`src/design/lfu_pkg.sv`:
```
// ---------------------------------------------------------------------------
// lfu_pkg : shared types and constants of the LFU cache table
// Transaction payloads, scan accumulator, update broadcast and FSM states.
// ---------------------------------------------------------------------------
package lfu_pkg;

    localparam int ENTRIES_DFLT   = 16;
    localparam int USE_BITS_DFLT  = 16;
    localparam int CAP_W          = 5;
    localparam logic [CAP_W-1:0] CAP_RESET = 5'd16;

    // widths sized for the largest legal parameter values
    localparam int IDX_W  = 8;
    localparam int HELD_W = 9;
    localparam int USE_W  = 32;

    typedef enum logic {
        CMD_READ  = 1'b0,
        CMD_WRITE = 1'b1
    } t_cmd;

    typedef struct packed {
        t_cmd               cmd;
        logic signed [31:0] key;
        logic signed [31:0] value;
    } t_in;

    typedef struct packed {
        logic               hit;
        logic signed [31:0] read_value;
        logic               evicted;
        logic signed [31:0] evicted_key;
    } t_out;

    typedef struct packed {
        logic              hit;
        logic [IDX_W-1:0]  found;
        logic [31:0]       found_data;
        logic [IDX_W-1:0]  found_age;
        logic [HELD_W-1:0] held;
        logic              free_ok;
        logic [IDX_W-1:0]  free_slot;
        logic              vic_ok;
        logic [IDX_W-1:0]  vic_slot;
        logic [USE_W-1:0]  vic_uses;
        logic [IDX_W-1:0]  vic_age;
        logic [31:0]       vic_key;
    } t_scan;

    typedef enum logic [1:0] {
        UPD_NONE,
        UPD_TOUCH,
        UPD_INSERT
    } t_upd_op;

    typedef struct packed {
        t_upd_op          op;
        logic             wr_data;
        logic [IDX_W-1:0] slot;
        logic [IDX_W-1:0] old_age;
        logic             fresh;
        logic [31:0]      key;
        logic [31:0]      value;
    } t_upd;

    typedef enum logic [1:0] {
        ST_IDLE,
        ST_SCAN,
        ST_UPDATE
    } t_state;

endpackage

```
`src/design/lfu_cell.sv`:
```
// ---------------------------------------------------------------------------
// lfu_cell : one entry of the LFU cache table
// Holds one entry, folds it into the passing scan accumulator and applies
// the broadcast update.
// ---------------------------------------------------------------------------
module lfu_cell #(
    parameter int ENTRIES  = lfu_pkg::ENTRIES_DFLT,
    parameter int USE_BITS = lfu_pkg::USE_BITS_DFLT,
    parameter int CELL_IDX = 0
) (
    input  logic                 i_clk,
    input  logic                 i_rst_n,
    input  logic [31:0]          i_key,
    input  lfu_pkg::t_scan       i_acc,
    output lfu_pkg::t_scan       o_acc,
    input  lfu_pkg::t_upd        i_upd
);
    import lfu_pkg::*;

    localparam int AW = (ENTRIES > 1) ? $clog2(ENTRIES) : 1;

    logic                r_valid;
    logic [31:0]         r_key;
    logic [31:0]         r_data;
    logic [USE_BITS-1:0] r_uses;
    logic [AW-1:0]       r_age;
    t_scan               r_acc;
    t_scan               n_acc;
    logic                w_mine;
    logic                w_older;

    assign o_acc = r_acc;

    always_comb begin
        n_acc = i_acc;
        if (r_valid) begin
            n_acc.held = i_acc.held + 1'b1;
            if (!i_acc.hit && r_key == i_key) begin
                n_acc.hit        = 1'b1;
                n_acc.found      = IDX_W'(CELL_IDX);
                n_acc.found_data = r_data;
                n_acc.found_age  = IDX_W'(r_age);
            end
            if (!i_acc.vic_ok || USE_W'(r_uses) < i_acc.vic_uses ||
                (USE_W'(r_uses) == i_acc.vic_uses && IDX_W'(r_age) > i_acc.vic_age)) begin
                n_acc.vic_ok   = 1'b1;
                n_acc.vic_slot = IDX_W'(CELL_IDX);
                n_acc.vic_uses = USE_W'(r_uses);
                n_acc.vic_age  = IDX_W'(r_age);
                n_acc.vic_key  = r_key;
            end
        end else if (!i_acc.free_ok) begin
            n_acc.free_ok   = 1'b1;
            n_acc.free_slot = IDX_W'(CELL_IDX);
        end
    end

    always_ff @(posedge i_clk) begin
        r_acc <= n_acc;
    end

    assign w_mine  = (i_upd.slot == IDX_W'(CELL_IDX));
    assign w_older = r_valid && (i_upd.fresh || IDX_W'(r_age) < i_upd.old_age);

    always_ff @(posedge i_clk) begin
        if (!i_rst_n) begin
            r_valid <= 1'b0;
        end else if (i_upd.op == UPD_INSERT && w_mine) begin
            r_valid <= 1'b1;
        end
    end

    always_ff @(posedge i_clk) begin
        unique case (i_upd.op)
            UPD_TOUCH: begin
                if (w_mine) begin
                    if (r_uses != '1) r_uses <= r_uses + 1'b1;
                    if (i_upd.wr_data) r_data <= i_upd.value;
                    r_age <= '0;
                end else if (w_older) begin
                    r_age <= r_age + 1'b1;
                end
            end
            UPD_INSERT: begin
                if (w_mine) begin
                    r_key  <= i_upd.key;
                    r_data <= i_upd.value;
                    r_uses <= USE_BITS'(1);
                    r_age  <= '0;
                end else if (w_older) begin
                    r_age <= r_age + 1'b1;
                end
            end
            default: begin
            end
        endcase
    end

endmodule

```
`src/design/lfu_cache_table.sv`:
```
// ---------------------------------------------------------------------------
// lfu_cache_table : key-value cache, least-frequently-used replacement
// A row of entry cells with an LRU tie break; a scan accumulator walks the
// row one cell per cycle, then the update is broadcast to every cell.
// ---------------------------------------------------------------------------
//  channel | direction | handshake                 | payload
//  in      | input     | i_in_valid / o_in_stall   | i_in_data  (t_in)
//  out     | output    | o_out_valid / i_out_stall | o_out_data (t_out)
//  cfg     | input     | i_cfg_valid / o_cfg_ready | i_cfg_data (capacity)
//
//  A transaction is accepted in ST_IDLE; in ST_SCAN the accumulator passes
//  through the cell chain; ST_UPDATE broadcasts the update and loads the
//  output register.
//  Reset is synchronous, active low: all entries invalid, capacity 16.
//  o_in_stall is high from acceptance until the update is issued; the update
//  waits while the output register still holds an untaken result.
//  Capacity writes are always ready.
// ---------------------------------------------------------------------------
module lfu_cache_table #(
    parameter int ENTRIES  = lfu_pkg::ENTRIES_DFLT,
    parameter int USE_BITS = lfu_pkg::USE_BITS_DFLT
) (
    input  logic                      i_clk,
    input  logic                      i_rst_n,
    input  logic                      i_in_valid,
    output logic                      o_in_stall,
    input  lfu_pkg::t_in              i_in_data,
    output logic                      o_out_valid,
    input  logic                      i_out_stall,
    output lfu_pkg::t_out             o_out_data,
    input  logic                      i_cfg_valid,
    output logic                      o_cfg_ready,
    input  logic [lfu_pkg::CAP_W-1:0] i_cfg_data
);
    import lfu_pkg::*;

    localparam int AW = (ENTRIES > 1) ? $clog2(ENTRIES) : 1;

    t_state          r_state;
    t_state          n_state;
    logic [AW-1:0]   r_cnt;
    t_in             r_in;
    logic [CAP_W-1:0] r_cap;
    logic            r_out_valid;
    t_out            r_out;
    t_out            n_out;
    t_upd            w_upd;
    t_scan           w_acc [0:ENTRIES];
    t_scan           w_res;
    logic [HELD_W-1:0] w_cap;
    logic            w_out_free;
    logic            w_issue;

    // capacity register: always ready
    assign o_cfg_ready = 1'b1;

    always_ff @(posedge i_clk) begin
        if (!i_rst_n) begin
            r_cap <= CAP_RESET;
        end else if (i_cfg_valid) begin
            r_cap <= i_cfg_data;
        end
    end

    // chain of entry cells; the accumulator enters empty at cell 0
    assign w_acc[0] = '0;

    for (genvar g = 0; g < ENTRIES; g++) begin : g_cell
        lfu_cell #(
            .ENTRIES  (ENTRIES),
            .USE_BITS (USE_BITS),
            .CELL_IDX (g)
        ) u_cell (
            .i_clk   (i_clk),
            .i_rst_n (i_rst_n),
            .i_key   (r_in.key),
            .i_acc   (w_acc[g]),
            .o_acc   (w_acc[g+1]),
            .i_upd   (w_upd)
        );
    end

    assign w_res      = w_acc[ENTRIES];
    assign w_out_free = !r_out_valid || !i_out_stall;
    assign w_issue    = (r_state == ST_UPDATE) && w_out_free;
    assign w_cap      = (HELD_W'(r_cap) > HELD_W'(ENTRIES)) ? HELD_W'(ENTRIES)
                                                            : HELD_W'(r_cap);

    // next state
    always_comb begin
        n_state = r_state;
        unique case (r_state)
            ST_IDLE:   if (i_in_valid) n_state = ST_SCAN;
            ST_SCAN:   if (r_cnt == AW'(ENTRIES - 1)) n_state = ST_UPDATE;
            ST_UPDATE: if (w_out_free) n_state = ST_IDLE;
            default:   n_state = ST_IDLE;
        endcase
    end

    // outputs: decide the update and the result from the finished scan
    always_comb begin
        w_upd         = '0;
        w_upd.op      = UPD_NONE;
        w_upd.key     = r_in.key;
        w_upd.value   = r_in.value;
        n_out         = '0;
        n_out.hit     = w_res.hit;
        o_in_stall    = (r_state != ST_IDLE);
        if (r_in.cmd == CMD_READ) begin
            if (w_res.hit) begin
                n_out.read_value = w_res.found_data;
                w_upd.op         = UPD_TOUCH;
                w_upd.slot       = w_res.found;
            end
        end else if (w_cap != '0) begin
            if (w_res.hit) begin
                // write to a held key: replace data, count a use
                w_upd.op      = UPD_TOUCH;
                w_upd.wr_data = 1'b1;
                w_upd.slot    = w_res.found;
            end else begin
                w_upd.op    = UPD_INSERT;
                w_upd.fresh = 1'b1;
                if (w_res.held < w_cap && w_res.free_ok) begin
                    w_upd.slot = w_res.free_slot;
                end else if (w_res.vic_ok) begin
                    // evict the coldest entry, ageing only those newer than it
                    w_upd.slot        = w_res.vic_slot;
                    w_upd.fresh       = 1'b0;
                    w_upd.old_age     = w_res.vic_age;
                    n_out.evicted     = 1'b1;
                    n_out.evicted_key = w_res.vic_key;
                end else begin
                    w_upd.slot = w_res.free_ok ? w_res.free_slot : '0;
                end
            end
        end
        // a touch ages entries newer than the touched one
        if (w_upd.op == UPD_TOUCH) begin
            w_upd.old_age = w_res.found_age;
        end
        if (!w_issue) begin
            w_upd.op = UPD_NONE;
        end
    end

    always_ff @(posedge i_clk) begin
        if (!i_rst_n) begin
            r_state     <= ST_IDLE;
            r_cnt       <= '0;
            r_out_valid <= 1'b0;
        end else begin
            r_state <= n_state;
            if (r_state == ST_SCAN) r_cnt <= r_cnt + 1'b1;
            else                    r_cnt <= '0;
            if (w_issue)            r_out_valid <= 1'b1;
            else if (!i_out_stall)  r_out_valid <= 1'b0;
        end
    end

    always_ff @(posedge i_clk) begin
        if (r_state == ST_IDLE && i_in_valid) r_in  <= i_in_data;
        if (w_issue)                          r_out <= n_out;
    end

    assign o_out_valid = r_out_valid;
    assign o_out_data  = r_out;

`ifndef SYNTHESIS
    a_accept_scan: assert property (@(posedge i_clk) disable iff (!i_rst_n)
        (i_in_valid && !o_in_stall) |=> (r_state == ST_SCAN))
        else $error("accepted transaction did not start a scan");

    a_scan_len: assert property (@(posedge i_clk) disable iff (!i_rst_n)
        (r_state == ST_SCAN && r_cnt == AW'(ENTRIES - 1)) |=> (r_state == ST_UPDATE))
        else $error("scan did not end after the last cell");

    a_result_src: assert property (@(posedge i_clk) disable iff (!i_rst_n)
        $rose(r_out_valid) |-> ($past(r_state) == ST_UPDATE))
        else $error("result appeared outside the update cycle");

    a_hit_no_evict: assert property (@(posedge i_clk) disable iff (!i_rst_n)
        o_out_valid |-> !(o_out_data.hit && o_out_data.evicted))
        else $error("hit reported together with an eviction");
`endif

endmodule

```
`config.mk`:
```
export PLATFORM = sky130hd
export DESIGN_NAME = lfu_cache_table
export DESIGN_NICKNAME = d
export VERILOG_FILES = /design/src/design/lfu_pkg.sv /design/src/design/lfu_cell.sv /design/src/design/lfu_cache_table.sv
export SDC_FILE = /design/constraint.sdc
export NUM_CORES = 2
export LEC_CHECK = 0
export BUFFER_PORTS_ARGS = -buffer_cell sky130_fd_sc_hd__buf_2
export CAP_MARGIN = 20
export CORE_ASPECT_RATIO = 1.4
export CORE_MARGIN = 1.5
export CORE_UTILIZATION = 45
export CTS_CLUSTER_SIZE = 30
export DETAILED_ROUTE_END_ITERATION = 8
export PLACE_DENSITY = 0.66
export SYNTH_ARGS = -nofsm -noshare
export SYNTH_HDL_FRONTEND = slang
export SYNTH_HIERARCHICAL = 1
export SYNTH_SLANG_ARGS = --single-unit
```
`constraint.sdc`:
```
create_clock -name i_clk -period 21.6 [get_ports i_clk]
set_input_delay 2.16 -clock i_clk [delete_from_list [all_inputs] [get_ports i_clk]]
set_output_delay 2.16 -clock i_clk [all_outputs]
set_load 0.02 [all_outputs]
```
# Yosys cells after proc, flatten, opt, wreduce, memory -nomap -nowiden
# Index checks and enable logic that the tools add are counted.
# op_classes
n_eq_ne,121
n_bitwise,4
n_mux,249
n_addsub,48
n_lt_le_gt_ge,48
reduce_logical,236
# op_table
op,count
$mux W81,31
$mux W32,33
$pmux W32 S2,16
$mux W58,15
$mux W49,16
$mux W16,48
$eq A32 B32 Y1,16
$pmux W16 S2,16
$eq A16 B32 Y1,15
$lt A16 B32 Y1,15
$add A16 B1 Y16 const B,16
$ne A16 B16 Y1 const B,16
$mux W9,20
$mux W8,22
$lt A4 B8 Y1,16
$reduce_and A4 Y1,32
$add A9 B1 Y9 const B,14
$gt A4 B8 Y1,15
$ne A2 B1 Y1 const B,50
$add A4 B1 Y4 const B,17
$reduce_and A2 Y1,34
$logic_and A1 B1 Y1,65
$eq A8 B4 Y1 const B,8
$mux W4,16
other kinds (27),144
# word_totals
out_inout_bits,69
regBits,3831
word_cells,991
in_bits,75

# Logic depth before layout (Yosys ltp)
# depth
depth_word,15
ltp_mapped,16
mapped_depth_nobuf,14

# Cells and area by module
# The synthesis kept the hierarchy.
# by_module_without_submodules
mod,area_each_um2,seq_area_each_um2,instances,cells_each
lfu_cell (g_cell[11].u_cell ...),8800.9,5505.3,4,623
lfu_cell (g_cell[10].u_cell ...),8794.7,5505.3,3,622
lfu_cell (g_cell[15].u_cell ...),8790.9,5505.3,3,622
lfu_cell (g_cell[12].u_cell ...),8792.2,5505.3,2,622
lfu_cell (g_cell[4].u_cell ...),8787.2,5505.3,2,622
lfu_cell (g_cell[9].u_cell),8824.7,5505.3,1,629
lfu_cell (g_cell[0].u_cell),8727.1,5505.3,1,620
lfu_cache_table,5480.3,4174.0,1,346

# Worst setup path before layout
# No wires, ideal clock.
# synth_timing
path_kind,input to register
startpoint,input port i_out_stall
endpoint,"register g_cell[4].u_cell.r_data[0], enable pin"
stages,6
setup_time_ns,0.432
slack_ns,12.561
n_path_buf,1
required_time_ns,21.168
arrival_ns,8.607
path_cell_list,a21oi_1 > and2_1 > ha_1 > clkbuf_1 > nand2b_1 > a21oi_1
# synth_rtl
element,line,text
"start, declared",lfu_cache_table.sv:29,"input logic i_out_stall,"
"end signal, assigned",lfu_cell.sv:78,if (i_upd.wr_data) r_data <= i_upd.value;
"end signal, assigned",lfu_cell.sv:87,r_data <= i_upd.value;
"end, declared",lfu_cell.sv:24,logic [31:0] r_data;

==> flow_summary_export.csv <==
group,metric,value,unit
route,firstDrtPassIters,5,
timing,maxSlewHeadroom,26.6,%
global_routing,antenna_found_initial,12,
clocking,cts_sinks,3839,
timing,maxSlewViolCount,0,
floorplan,die_y,675,um
timing,fin_crit_sh,24.7,%
power_and_ir_drop,p_switching,2950,uW
synth,yosysWarnings,6,
floorplan,die-width,483,um
clocking,root_buffer,"clkbuf_16",
floorplan,row_count,246,
critical_path,worst-setup-path-type,"primary input to flop",
route,wl_met2,148000,um
synth,syn_area,0.145,mm2
power_and_ir_drop,p_sw_share,20.4,%
critical_path,worstPathArrival,5.80,ns
global_routing,track_usage,17.3,%
power_and_ir_drop,pwr-share-comb,3.6,%
timing,rsz0062_at_grt,"no",
route,postRouteAntennaNets,0,
timing,tightest_slew,1.10,ns
clocking,cts_tree,"yes",
power_and_ir_drop,p_leak,0.0620,uW
floorplan,core,0.321,mm2
placement,placed_cells,14634,
critical_path,path_max_fanout,68,
critical_path,cp-end-kind,"flop",
placement,dp_hpwl,208000,um
timing,setup_viol,0,
timing,finalClockSkew,0.0321,ns
route,num_vias,74293,
route,drt_iter0_drc,3216,
placement,gp_congestion,0.838,
power_and_ir_drop,ir_worst_vdd,0.0000651,V
route,route.met3.wl,8750,um
synth,synth_cells,10241,
clocking,ctsHoldBuffers,0,
outcome,status,"complete, no violations",
route,wl,288000,um
route,wl_per_cell,18.9,um
power_and_ir_drop,power_frac_clock,42.0,%
floorplan,start_util,45.3,%
global_routing,grt_pass1_wl,444000,um
timing,period_needed,5.33,ns
cells_and_area,fin_cells,15271,
floorplan,die-area,0.326,mm2
global_routing,gr-total-overflow,0,
route,drc,0,
timing,hold_violations,0,
power_and_ir_drop,p_per_area,89.3,mW/mm2
cells_and_area,nNetsFinal,11296,
critical_path,cp.required,22.08,ns
power_and_ir_drop,intPower,11500,uW
floorplan,ios,144,
cells_and_area,syn2layout_area_growth,11.5,%
clocking,post-cts-setup-buffers,0,
timing,max_freq,188,MHz
synth,synth.avg_cell_area,14.2,um2
placement,portBuffers,142,
clocking,cts_buffers,341,
global_routing,grt_pass1_vias,77585,
clocking,h-tree-depth,5,
route,met1_length,117000,um
clocking,clk_path_buf_depth,4,
timing,finalSetupTns,0,ns
power_and_ir_drop,p_seq_share,54.4,%
clocking,clk_latency,0.88,ns
route,top_layer_used,"met4",
cells_and_area,post_route_cells_drive_above_1_share,21.8,%
job,maxCapViolCount,0,
route,via_per_inst,4.86,
global_routing,grt_max_degree,69,
critical_path,startpoint_type,"primary input",
clocking,clkTransAtPathRegs,0.06,ns
clocking,post_cts_resized,0,
hold_path,hold_class,"flop to flop",
area by class of cell:
type | count | area, um2
Inverter | 436 | 1640
Sequential cell | 3839 | 91600
Multi-Input combinational cell | 5885 | 50200
Clock inverter | 162 | 1670
Fill cell | 26830 | 159000
Antenna cell | 7 | 17.5
Clock buffer | 461 | 9730
Tap cell | 4216 | 5280
Timing Repair Buffer | 265 | 1700
per-layer routing:
layer / GRT usage [%] / vias up
met4: 8.52 / 0
met5: 0 / -
met1: 19.5 / 35802
met3: 2.17 / 588
li1: - / 36701
met2: 31.9 / 1202
cell usage in the layout (no fill, tap or decap), types with 41 or more instances in the layout:
master / n
clkinv_2: 63
nor4_1: 111
mux2_4: 806
nor2b_1: 712
ha_1: 453
conb_1: 206
xor2_1: 314
inv_1: 436
o21ai_0: 51
and2_1: 101
xnor2_1: 537
nor2_1: 360
nand4_1: 259
clkbuf_1: 63
a21oi_1: 210
clkbuf_16: 357
buf_2: 143
edfxtp_1: 1475
nand2_1: 233
dfxtp_1: 2364
or3_1: 42
and3_1: 57
buf_4: 116
nand3_1: 209
or2_2: 101
nor3_1: 41
nand2b_1: 68
mux2_2: 592
a21o_1: 64
clkbuf_8: 42
through the flow:
stage | setup WS, ns | instance area, um2 | hold WS (ns) | util [%] | power [uW]
floorplan | 12.56 | 146000 | 0.385 | - | 8350
global placement | 15.24 | 150000 | 0.387 | 46.9 | 8520
detailed placement | 15.14 | 150000 | 0.395 | 46.9 | 8540
CTS | 16.13 | 162000 | 0.410 | 50.4 | 14600
global route | 16.05 | 162000 | 0.416 | 50.5 | 15000
finish | 16.27 | 162000 | 0.407 | 50.5 | 14500
path summary, 6_finish.rpt:
check	cells past startpoint	slack, ns	end	from
max	8	16.27	g_cell[4].u_cell/r_data[5]	i_out_stall
min	1	0.41	g_cell[3].u_cell/o_acc[81]	g_cell[2].u_cell/o_acc[81]
max reg2reg	14	16.57	g_cell[4].u_cell/r_age[1]	r_cap[4]
min reg2reg	1	0.41	g_cell[3].u_cell/o_acc[81]	g_cell[2].u_cell/o_acc[81]
critical path: stages:
cell      delay (ns)
buf_2           0.12
a21oi_4         0.13
buf_4           0.83
and2_1          0.24
buf_4           0.41
ha_1            0.71
nand2b_1        0.25
a21oi_4         0.85
flip-flops by register name (all words and copies together) (netlist names):
signal                 cells
g_cell.u_cell/o_acc     2336
g_cell.u_cell/r_age       64
g_cell.u_cell/r_data     512
g_cell.u_cell/r_key      512
g_cell.u_cell/r_uses     256
g_cell.u_cell/r_valid     16
o_out_data                66
o_out_valid                1
r_cap                      5
r_cnt                      4
r_in                      65
r_state                    2
power by group through the flow:
stage               Clock (uW)  Combinational, uW  Sequential (uW)
finish                    6080                519             7860
global route              6510                571             7880
CTS                       6230                524             7860
floorplan                    0                361             7990
detailed placement           0                519             8020
global placement             0                506             8020
Power figures use the tool's default switching activity.
